**src/rtl/urxfifo_pkg.sv**
```systemverilog
package urxfifo_pkg;

  localparam int unsigned ADDR_W_MAX = 12;
  localparam int unsigned FILL_W_MAX = 13;
  localparam int unsigned CNT_W      = 7;

  typedef enum logic [1:0] {
    OP_PUSH  = 2'd0,
    OP_READ  = 2'd1,
    OP_FLUSH = 2'd2
  } op_t;

  typedef enum logic [1:0] {
    CMD_NOTE = 2'd0,
    CMD_PUSH = 2'd1,
    CMD_READ = 2'd2
  } cmd_kind_t;

  typedef struct packed {
    cmd_kind_t               kind;
    logic [7:0]              wr_byte;
    logic [ADDR_W_MAX-1:0]   addr;
    logic [CNT_W-1:0]        count;
    logic                    dropped;
    logic [FILL_W_MAX-1:0]   fill;
  } cmd_t;

  typedef enum logic {
    BK_IDLE = 1'b0,
    BK_READ = 1'b1
  } back_state_t;

endpackage

```
**src/rtl/urxfifo_front.sv**
```systemverilog
module urxfifo_front import urxfifo_pkg::*; #(
  parameter int unsigned DEPTH    = 256,
  parameter int unsigned MAX_READ = 64
) (
  input  logic             clk,
  input  logic             rst_n,
  input  logic             in_valid,
  input  logic [1:0]       in_op,
  input  logic [7:0]       in_rx_byte,
  input  logic [CNT_W-1:0] in_request_count,
  input  logic             q_full,
  output logic             q_push,
  output cmd_t             q_cmd
);

  localparam int unsigned AW = (DEPTH > 1) ? $clog2(DEPTH) : 1;
  localparam int unsigned FW = $clog2(DEPTH + 1);
  localparam int unsigned CW = (FW > CNT_W) ? FW : CNT_W;
  localparam int unsigned SW = ((AW > CNT_W) ? AW : CNT_W) + 1;

  logic [FW-1:0]    held_r, held_nxt;
  logic [AW-1:0]    rd_idx_r, rd_idx_nxt;
  logic [AW-1:0]    wr_idx_r, wr_idx_nxt;
  logic             full;
  logic [CNT_W-1:0] req_sat;
  logic [CNT_W-1:0] n;
  logic [SW-1:0]    rd_sum;
  logic [SW-1:0]    rd_wrap;
  logic [AW-1:0]    wr_inc;

  assign q_push = in_valid && !q_full;

  always_comb begin
    full    = (held_r == FW'(DEPTH));
    req_sat = (in_request_count > CNT_W'(MAX_READ)) ? CNT_W'(MAX_READ) : in_request_count;
    n       = (CW'(req_sat) > CW'(held_r)) ? CNT_W'(held_r) : req_sat;
    rd_sum  = SW'(rd_idx_r) + SW'(n);
    rd_wrap = (rd_sum >= SW'(DEPTH)) ? (rd_sum - SW'(DEPTH)) : rd_sum;
    wr_inc  = (wr_idx_r == AW'(DEPTH - 1)) ? '0 : (wr_idx_r + 1'b1);

    held_nxt   = held_r;
    rd_idx_nxt = rd_idx_r;
    wr_idx_nxt = wr_idx_r;

    q_cmd         = '0;
    q_cmd.kind    = CMD_NOTE;
    q_cmd.wr_byte = in_rx_byte;

    unique case (op_t'(in_op))
      OP_PUSH: begin
        if (full) begin
          q_cmd.dropped = 1'b1;
        end else begin
          q_cmd.kind = CMD_PUSH;
          q_cmd.addr = ADDR_W_MAX'(wr_idx_r);
          wr_idx_nxt = wr_inc;
          held_nxt   = held_r + 1'b1;
        end
      end
      OP_READ: begin
        if (n != '0) begin
          q_cmd.kind  = CMD_READ;
          q_cmd.addr  = ADDR_W_MAX'(rd_idx_r);
          q_cmd.count = n;
          rd_idx_nxt  = AW'(rd_wrap);
          held_nxt    = held_r - FW'(n);
        end
      end
      OP_FLUSH: begin
        held_nxt   = '0;
        rd_idx_nxt = '0;
        wr_idx_nxt = '0;
      end
      default: begin
      end
    endcase

    q_cmd.fill = FILL_W_MAX'(held_nxt);
  end

  always_ff @(posedge clk) begin
    if (!rst_n) begin
      held_r   <= '0;
      rd_idx_r <= '0;
      wr_idx_r <= '0;
    end else if (q_push) begin
      held_r   <= held_nxt;
      rd_idx_r <= rd_idx_nxt;
      wr_idx_r <= wr_idx_nxt;
    end
  end

endmodule

```
**src/rtl/urxfifo_queue.sv**
```systemverilog
module urxfifo_queue import urxfifo_pkg::*; (
  input  logic clk,
  input  logic rst_n,
  input  logic push,
  input  cmd_t push_cmd,
  input  logic pop,
  output logic valid,
  output logic full,
  output cmd_t head
);

  cmd_t       slot_r [2];
  logic       wp_r, rp_r;
  logic [1:0] cnt_r, cnt_nxt;

  assign valid = (cnt_r != 2'd0);
  assign full  = (cnt_r == 2'd2);
  assign head  = slot_r[rp_r];

  always_comb begin
    cnt_nxt = cnt_r;
    if (push && !pop) begin
      cnt_nxt = cnt_r + 2'd1;
    end else if (pop && !push) begin
      cnt_nxt = cnt_r - 2'd1;
    end
  end

  always_ff @(posedge clk) begin
    if (push) begin
      slot_r[wp_r] <= push_cmd;
    end
  end

  always_ff @(posedge clk) begin
    if (!rst_n) begin
      wp_r  <= 1'b0;
      rp_r  <= 1'b0;
      cnt_r <= 2'd0;
    end else begin
      cnt_r <= cnt_nxt;
      if (push) begin
        wp_r <= ~wp_r;
      end
      if (pop) begin
        rp_r <= ~rp_r;
      end
    end
  end

endmodule

```
**src/rtl/urxfifo_back.sv**
```systemverilog
module urxfifo_back import urxfifo_pkg::*; #(
  parameter int unsigned DEPTH = 256
) (
  input  logic                         clk,
  input  logic                         rst_n,
  input  logic                         cmd_valid,
  input  cmd_t                         cmd,
  output logic                         cmd_pop,
  output logic                         out_valid,
  input  logic                         out_stall,
  output logic [7:0]                   out_data_byte,
  output logic                         out_data_valid,
  output logic                         out_last,
  output logic [CNT_W-1:0]             out_delivered_total,
  output logic                         out_dropped,
  output logic [$clog2(DEPTH+1)-1:0]   out_fill_count
);

  localparam int unsigned AW = (DEPTH > 1) ? $clog2(DEPTH) : 1;
  localparam int unsigned FW = $clog2(DEPTH + 1);

  logic [7:0]       mem [DEPTH];

  back_state_t      state_r, state_nxt;
  logic [CNT_W-1:0] cnt_r, cnt_nxt;
  logic [AW-1:0]    addr_r, addr_nxt;
  logic [CNT_W-1:0] tot_r, tot_nxt;
  logic [FW-1:0]    fill_r, fill_nxt;

  logic             s1_v_r, s1_v_nxt;
  logic             s1_last_r;
  logic [7:0]       rdata_r;

  logic             out_v_r, out_v_nxt;
  logic [7:0]       out_data_r;
  logic             out_dv_r;
  logic             out_last_r;
  logic [CNT_W-1:0] out_tot_r;
  logic             out_drop_r;
  logic [FW-1:0]    out_fill_r;

  logic             out_free;
  logic             s1_adv;
  logic             issue;
  logic             pop_single;
  logic             pop_read;
  logic             wr_en;
  logic [AW-1:0]    addr_inc;

  assign out_free = !out_v_r || !out_stall;
  assign s1_adv   = s1_v_r && out_free;
  assign addr_inc = (addr_r == AW'(DEPTH - 1)) ? '0 : (addr_r + 1'b1);
  assign cmd_pop  = pop_read || pop_single;
  assign wr_en    = pop_single && (cmd.kind == CMD_PUSH);

  always_comb begin
    state_nxt  = state_r;
    cnt_nxt    = cnt_r;
    addr_nxt   = addr_r;
    tot_nxt    = tot_r;
    fill_nxt   = fill_r;
    issue      = 1'b0;
    pop_single = 1'b0;
    pop_read   = 1'b0;
    unique case (state_r)
      BK_IDLE: begin
        if (cmd_valid && !s1_v_r) begin
          if (cmd.kind == CMD_READ) begin
            pop_read  = 1'b1;
            state_nxt = BK_READ;
            cnt_nxt   = cmd.count;
            addr_nxt  = AW'(cmd.addr);
            tot_nxt   = cmd.count;
            fill_nxt  = FW'(cmd.fill);
          end else if (out_free) begin
            pop_single = 1'b1;
          end
        end
      end
      BK_READ: begin
        if (!s1_v_r || s1_adv) begin
          issue    = 1'b1;
          cnt_nxt  = cnt_r - 1'b1;
          addr_nxt = addr_inc;
          if (cnt_r == CNT_W'(1)) begin
            state_nxt = BK_IDLE;
          end
        end
      end
      default: begin
        state_nxt = BK_IDLE;
      end
    endcase
  end

  always_comb begin
    s1_v_nxt = s1_v_r;
    if (issue) begin
      s1_v_nxt = 1'b1;
    end else if (s1_adv) begin
      s1_v_nxt = 1'b0;
    end
    out_v_nxt = out_v_r && out_stall;
    if (s1_adv || pop_single) begin
      out_v_nxt = 1'b1;
    end
  end

  always_ff @(posedge clk) begin
    if (wr_en) begin
      mem[AW'(cmd.addr)] <= cmd.wr_byte;
    end
    if (issue) begin
      rdata_r <= mem[addr_r];
    end
  end

  always_ff @(posedge clk) begin
    cnt_r  <= cnt_nxt;
    addr_r <= addr_nxt;
    tot_r  <= tot_nxt;
    fill_r <= fill_nxt;
    if (issue) begin
      s1_last_r <= (cnt_r == CNT_W'(1));
    end
    if (s1_adv) begin
      out_data_r <= rdata_r;
      out_dv_r   <= 1'b1;
      out_last_r <= s1_last_r;
      out_tot_r  <= tot_r;
      out_drop_r <= 1'b0;
      out_fill_r <= fill_r;
    end else if (pop_single) begin
      out_data_r <= 8'd0;
      out_dv_r   <= 1'b0;
      out_last_r <= 1'b1;
      out_tot_r  <= '0;
      out_drop_r <= cmd.dropped;
      out_fill_r <= FW'(cmd.fill);
    end
  end

  always_ff @(posedge clk) begin
    if (!rst_n) begin
      state_r <= BK_IDLE;
      s1_v_r  <= 1'b0;
      out_v_r <= 1'b0;
    end else begin
      state_r <= state_nxt;
      s1_v_r  <= s1_v_nxt;
      out_v_r <= out_v_nxt;
    end
  end

  assign out_valid           = out_v_r;
  assign out_data_byte       = out_data_r;
  assign out_data_valid      = out_dv_r;
  assign out_last            = out_last_r;
  assign out_delivered_total = out_tot_r;
  assign out_dropped         = out_drop_r;
  assign out_fill_count      = out_fill_r;

endmodule

```
**src/rtl/uart_rx_ring_fifo.sv**
```systemverilog
// A push, flush or empty read shows its single result via the queue slot and the output register;
// a read of N bytes goes via the queue slot, read state, read-data and output registers, and then
// shows one byte a cycle while out_stall is low. Pushes and flushes go one a cycle while in_stall
// is low; a read holds the single-port byte store and its registered read data until it is done.
// Reset (rst_n low, synchronous): store empties, both indices go to zero; stored bytes are kept.
module uart_rx_ring_fifo import urxfifo_pkg::*; #(
  parameter int unsigned DEPTH    = 256,
  parameter int unsigned MAX_READ = 64
) (
  input  logic                         clk,
  input  logic                         rst_n,
  input  logic                         in_valid,
  output logic                         in_stall,
  input  logic [1:0]                   in_op,
  input  logic [7:0]                   in_rx_byte,
  input  logic [CNT_W-1:0]             in_request_count,
  output logic                         out_valid,
  input  logic                         out_stall,
  output logic [7:0]                   out_data_byte,
  output logic                         out_data_valid,
  output logic                         out_last,
  output logic [CNT_W-1:0]             out_delivered_total,
  output logic                         out_dropped,
  output logic [$clog2(DEPTH+1)-1:0]   out_fill_count
);

  logic q_push;
  logic q_pop;
  logic q_valid;
  logic q_full;
  cmd_t q_in_cmd;
  cmd_t q_head;

  assign in_stall = q_full;

  urxfifo_front #(
    .DEPTH    (DEPTH),
    .MAX_READ (MAX_READ)
  ) u_front (
    .clk              (clk),
    .rst_n            (rst_n),
    .in_valid         (in_valid),
    .in_op            (in_op),
    .in_rx_byte       (in_rx_byte),
    .in_request_count (in_request_count),
    .q_full           (q_full),
    .q_push           (q_push),
    .q_cmd            (q_in_cmd)
  );

  urxfifo_queue u_queue (
    .clk      (clk),
    .rst_n    (rst_n),
    .push     (q_push),
    .push_cmd (q_in_cmd),
    .pop      (q_pop),
    .valid    (q_valid),
    .full     (q_full),
    .head     (q_head)
  );

  urxfifo_back #(
    .DEPTH (DEPTH)
  ) u_back (
    .clk                 (clk),
    .rst_n               (rst_n),
    .cmd_valid           (q_valid),
    .cmd                 (q_head),
    .cmd_pop             (q_pop),
    .out_valid           (out_valid),
    .out_stall           (out_stall),
    .out_data_byte       (out_data_byte),
    .out_data_valid      (out_data_valid),
    .out_last            (out_last),
    .out_delivered_total (out_delivered_total),
    .out_dropped         (out_dropped),
    .out_fill_count      (out_fill_count)
  );

`ifndef SYNTHESIS
  a_pop_needs_entry: assert property (@(posedge clk) disable iff (!rst_n)
    q_pop |-> q_valid)
    else $error("queue popped while empty");

  a_byte_has_total: assert property (@(posedge clk) disable iff (!rst_n)
    (out_valid && out_data_valid) |-> (out_delivered_total != '0))
    else $error("delivered byte with zero total");

  a_note_is_last: assert property (@(posedge clk) disable iff (!rst_n)
    (out_valid && !out_data_valid) |-> (out_last && (out_delivered_total == '0)))
    else $error("single result not marked last");

  a_drop_when_full: assert property (@(posedge clk) disable iff (!rst_n)
    (out_valid && out_dropped) |-> (out_fill_count == $bits(out_fill_count)'(DEPTH)))
    else $error("drop reported below full");
`endif

endmodule
```
**config.mk**
```make
export PLATFORM = sky130hd
export DESIGN_NAME = uart_rx_ring_fifo
export DESIGN_NICKNAME = d
export VERILOG_FILES = /design/src/rtl/urxfifo_pkg.sv /design/src/rtl/urxfifo_front.sv /design/src/rtl/urxfifo_queue.sv /design/src/rtl/urxfifo_back.sv /design/src/rtl/uart_rx_ring_fifo.sv
export SDC_FILE = /design/constraint.sdc
export NUM_CORES = 2
export LEC_CHECK = 0
export BUFFER_PORTS_ARGS = -buffer_cell sky130_fd_sc_hd__buf_4
export CAP_MARGIN = 25
export CORE_MARGIN = 2
export CORE_UTILIZATION = 60
export CTS_CLUSTER_DIAMETER = 200
export DETAILED_ROUTE_END_ITERATION = 10
export PLACE_DENSITY = 0.76
export RECOVER_POWER = 100
export SETUP_SLACK_MARGIN = 0.4
export SLEW_MARGIN = 20
export SYNTH_ARGS = -nofsm -noshare
export SYNTH_HDL_FRONTEND = slang
export SYNTH_SLANG_ARGS = --single-unit
```
**constraint.sdc**
```tcl
create_clock -name clk -period 13 [get_ports clk]
set_input_delay 2.6 -clock clk [delete_from_list [all_inputs] [get_ports clk]]
set_output_delay 2.6 -clock clk [all_outputs]
set_load 0.02 [all_outputs]
```
==> results.md <==
* CTS Hold Buffers Added at 0
* Max-slew headroom at -222%
* Post-synthesis sequential area ratio at 75.9%
* Maximum number of pins on one net before global-route repair at 166
* Switching power at 5900 µW
* Setup TNS at 0 ns
* Number of global-route vias before repair at 43,000
* Violations in the final reports: capacitance limit, slew limit
* Number of warning messages in the yosys log at 0
* Routability congestion estimate from global placement at 0.871
* Number of enable-type register cells in the synthesized netlist at 2,183
* Remaining antenna violation count after routing at 0
* Biggest fanout along the worst timing path at 51
* Top area cells in the synthesized netlist: sky130_fd_sc_hd__edfxtp_1 (75%), sky130_fd_sc_hd__mux4_2 (13%), sky130_fd_sc_hd__nor2_1 (1.4%)
* Number of vias in the routed layout at 43,600
* Clock network power share at 30.7%
* Share of flip-flops with an asynchronous set or reset after synthesis at 0%
* Final hold violation count at 0
* Average via count per standard cell at 6.90
* Synthesis-stage register bit count at 2,218
* Multi-input logic area at 19,400 µm²
* Number of design rule violations left after detail routing at 0
* Largest voltage drop on the vdd net at 0.184 mV
* Total standard cell area after synthesis at 87,300 µm²
* Synthesized netlist cell count at 4,138
* Distinct cell type count after synthesis at 78
* Instance count along the most critical hold path at 2
* Number of optimization iterations in the first detailed-route pass at 8
* Synth area leader: sky130_fd_sc_hd__edfxtp_1
* Wire per inst at 33.0 µm
* Most frequent cells in the layout: sky130_fd_sc_hd__edfxtp_1 (2,183), sky130_fd_sc_hd__mux4_2 (521), sky130_fd_sc_hd__nor2_1 (330)
* Slew at the pin with the worst max-slew slack at 4.83 ns
* Power Density at 206 nW/µm²
* Area of the placeable core at 144,000 µm²
* Top cell type's share of synthesized area at 75.1%
* Source of the worst hold timing path: u_back.out_data_valid$_SDFFE_PP1P_
* Most common library cell in the layout ignoring fill and taps: sky130_fd_sc_hd__edfxtp_1
* Mapped Nets at 4,189
* Number of maximum-capacitance constraint violations at 22
* Total Wirelength at 209,000 µm
* Cell Count Post-Placement at 5,928
* Number of antenna violations at the first check in global routing at 7
* Pleak at 0.0298 µW
* Mean area per synthesized cell at 21.1 µm²
* CTS root buf: sky130_fd_sc_hd__clkbuf_16
* IO Port Bufs at 49
* Upper clock frequency limit at 103 MHz
* Status: complete, but fails checks
* Depth of the most critical reg-to-reg path at 8
* Final number of setup-violating endpoints at 0
* # Post-CTS Setup Buffers at 0
* Final-stage net count at 4,286
* Area growth from synthesis to layout at 9.84%
* Max-slew violation total from the final report at 1,519
* Final cycle utilization of the critical path at 74.4%
* Count of filler cells inserted in the layout at 8,883
* Crit. End Element: flip-flop
* CP required at 13.53 ns
* Y dimension of the die at 385 µm
* First-pass GRT wire length at 304,000 µm
* Effective utilization at floorplan at 60.6%
* Path class of the lowest-slack min-delay path: reg -> reg
* Clock skew after layout at 0.0486 ns
* Cell-internal power at 13,800 µW
* CTS sink count at 2,218
* Sequential cell area at 66,300 µm²
* Startpoint of the worst register-to-register path: u_back.addr_r[2]$_DFFE_PP_
* Worst flop-to-flop path endpoint: u_back.rdata_r[4]$_DFFE_PP_
* Post-route minimum period at 9.67 ns
* Number of buffers added by the clock tree synthesis step at 206
* Arrival time at the worst endpoint at 10.20 ns
* Total number of placement rows at 139
* Reg-to-reg setup timing slack at 3.33 ns
* Clock network latency to the later pin of the worst-skew pair at 0.84 ns
* DP Wirelength at 117,000 µm
* Startpoint type of the worst setup path: flip-flop
* Boundary pin count at 50
* Layout cells sized above 1 at 21.1%
* Combinational power share at 23.8%
* Unrepaired setup endpoints after global routing: no
* Max Buffers Root-to-Sink at 3
* Global-route usage over all layers at 28.6%
* Residual overflow from global routing at 0
* Drt initial violations at 6,897
* Number of non-filler instances in the completed layout at 6,318
* Flip-flop cell with the highest count after synthesis: sky130_fd_sc_hd__edfxtp_1
* Share of total power consumed by net switching at 29.9%
* Clk pin slew, worst setup/hold paths at 0.06 ns
* CTS H-tree depth at 4
* Die area at 149,000 µm²
* Flop pwr share at 45.5%
* Width of the die at 385 µm
* Capture endpoint of the worst hold path: u_back.out_data_valid$_SDFFE_PP1P_
* Number of resized instances in the post-cts repair step at 0
* CTS tree: built
* Type of the setup path with the least slack: reg -> reg
-- power groups by stage --
stage	Sequential, µW	Clock [µW]	Combinational [µW]
6_report	8970	6050	4700
5_1_grt	8990	6350	4910
4_1_cts	8870	6100	4750
3_5_place_dp	9030	0	4700
3_3_place_gp	9020	0	4600
2_1_floorplan	9110	0	2940
-- how the worst max path moves through the flow --
stage                                     end  cells after the start                        from  slack (ns)
6_report          u_back.rdata_r[4]$_DFFE_PP_                      8  u_back.addr_r[2]$_DFFE_PP_        3.33
5_1_grt          u_back.mem[204][2]$_DFFE_PP_                      3                   flip-flop        3.46
4_1_cts           u_back.mem[93][3]$_DFFE_PP_                      7                   out_stall        7.09
3_5_place_dp     u_back.mem[233][5]$_DFFE_PP_                      7                   out_stall        6.37
3_3_place_gp     u_back.mem[193][7]$_DFFE_PP_                      7                   out_stall        6.49
2_1_floorplan  u_front.held_r[7]$_SDFFE_PN0P_                     17         in_request_count[4]        6.93
-- cell type report --
class	count	share of cell area [%]
Inverter	38	0.149
Clock inverter	132	1.44
Timing Repair Buffer	124	0.906
Clock buffer	255	5.68
Tap cell	1903	2.48
Multi-Input combinational cell	1647	20.2
Antenna cell	1	0.00261
Sequential cell	2218	69.1
-- cell usage after synthesis, types with 22 or more instances --
cell                       instances
sky130_fd_sc_hd__edfxtp_1       2183
sky130_fd_sc_hd__buf_1            22
sky130_fd_sc_hd__nor3_1           26
sky130_fd_sc_hd__nand2_1          85
sky130_fd_sc_hd__mux4_1           29
sky130_fd_sc_hd__nor2b_1          28
sky130_fd_sc_hd__buf_2            47
sky130_fd_sc_hd__a22o_1           39
sky130_fd_sc_hd__o21ai_0          34
sky130_fd_sc_hd__o22ai_1          29
sky130_fd_sc_hd__mux2i_1          44
sky130_fd_sc_hd__a22oi_1          91
sky130_fd_sc_hd__ha_1             28
sky130_fd_sc_hd__nor2_1          331
sky130_fd_sc_hd__buf_6            25
sky130_fd_sc_hd__clkbuf_1         98
sky130_fd_sc_hd__inv_1            36
sky130_fd_sc_hd__dfxtp_1          35
sky130_fd_sc_hd__a21oi_1          74
sky130_fd_sc_hd__mux2_2           37
sky130_fd_sc_hd__a221oi_1         29
sky130_fd_sc_hd__mux4_2          521
-- critical path, stage by stage (launching register included) --
cell,delay [ns]
sky130_fd_sc_hd__edfxtp_1,0.43
sky130_fd_sc_hd__buf_12,0.44
sky130_fd_sc_hd__clkbuf_1,1.71
sky130_fd_sc_hd__and2_0,3.23
sky130_fd_sc_hd__clkbuf_1,1.57
sky130_fd_sc_hd__a221oi_1,0.52
sky130_fd_sc_hd__o221ai_1,0.65
sky130_fd_sc_hd__a22oi_1,0.29
sky130_fd_sc_hd__o221ai_1,0.39
-- flip-flops by register name, indices dropped and copies added, names as in the netlist, 9 cells and up, named ones only --
signal                 cells
u_back.out_fill_count      9
u_back.fill_r              9
u_front.held_r             9
u_back.mem              2048
u_queue.slot_r            70
-- through the flow --
stage	cell area, µm²	power (µW)	hold WS (ns)	utilization (%)	setup slack (ns)
floorplan	87300	12100	0.452	-	6.93
global placement	89300	13600	0.454	62.0	6.49
detailed placement	89400	13700	0.446	62.1	6.37
CTS	96200	19700	0.457	66.8	7.09
global route	95900	20300	0.488	66.6	3.46
finish	95900	19700	0.457	66.6	3.33
-- logic make-up (layout without fill, tap and decap cells) --
family	Yosys count	in the layout	share of synthesized area [%]
buffers and inverters	273	549	1.92
adders and majority gates	30	30	0.447
DFF	2218	2218	75.9
AOI/OAI and AO/OA	380	380	3.15
other	0	1	0
xor gates and xnor gates	35	35	0.351
and+or+nand+nor	570	570	2.89
muxes	632	632	15.3
-- metal layers --
metal  track usage [%]  vias to the layer above  share of wire [%]
li1                  -                    17500                  -
met1              40.9                    22600                 37
met2              43.9                     3080                 48
met3              6.75                      446                 11
met4              10.4                        6                4.0
met5                 0                        -              0.016
Note: power is estimated with default switching activity, not from simulation.
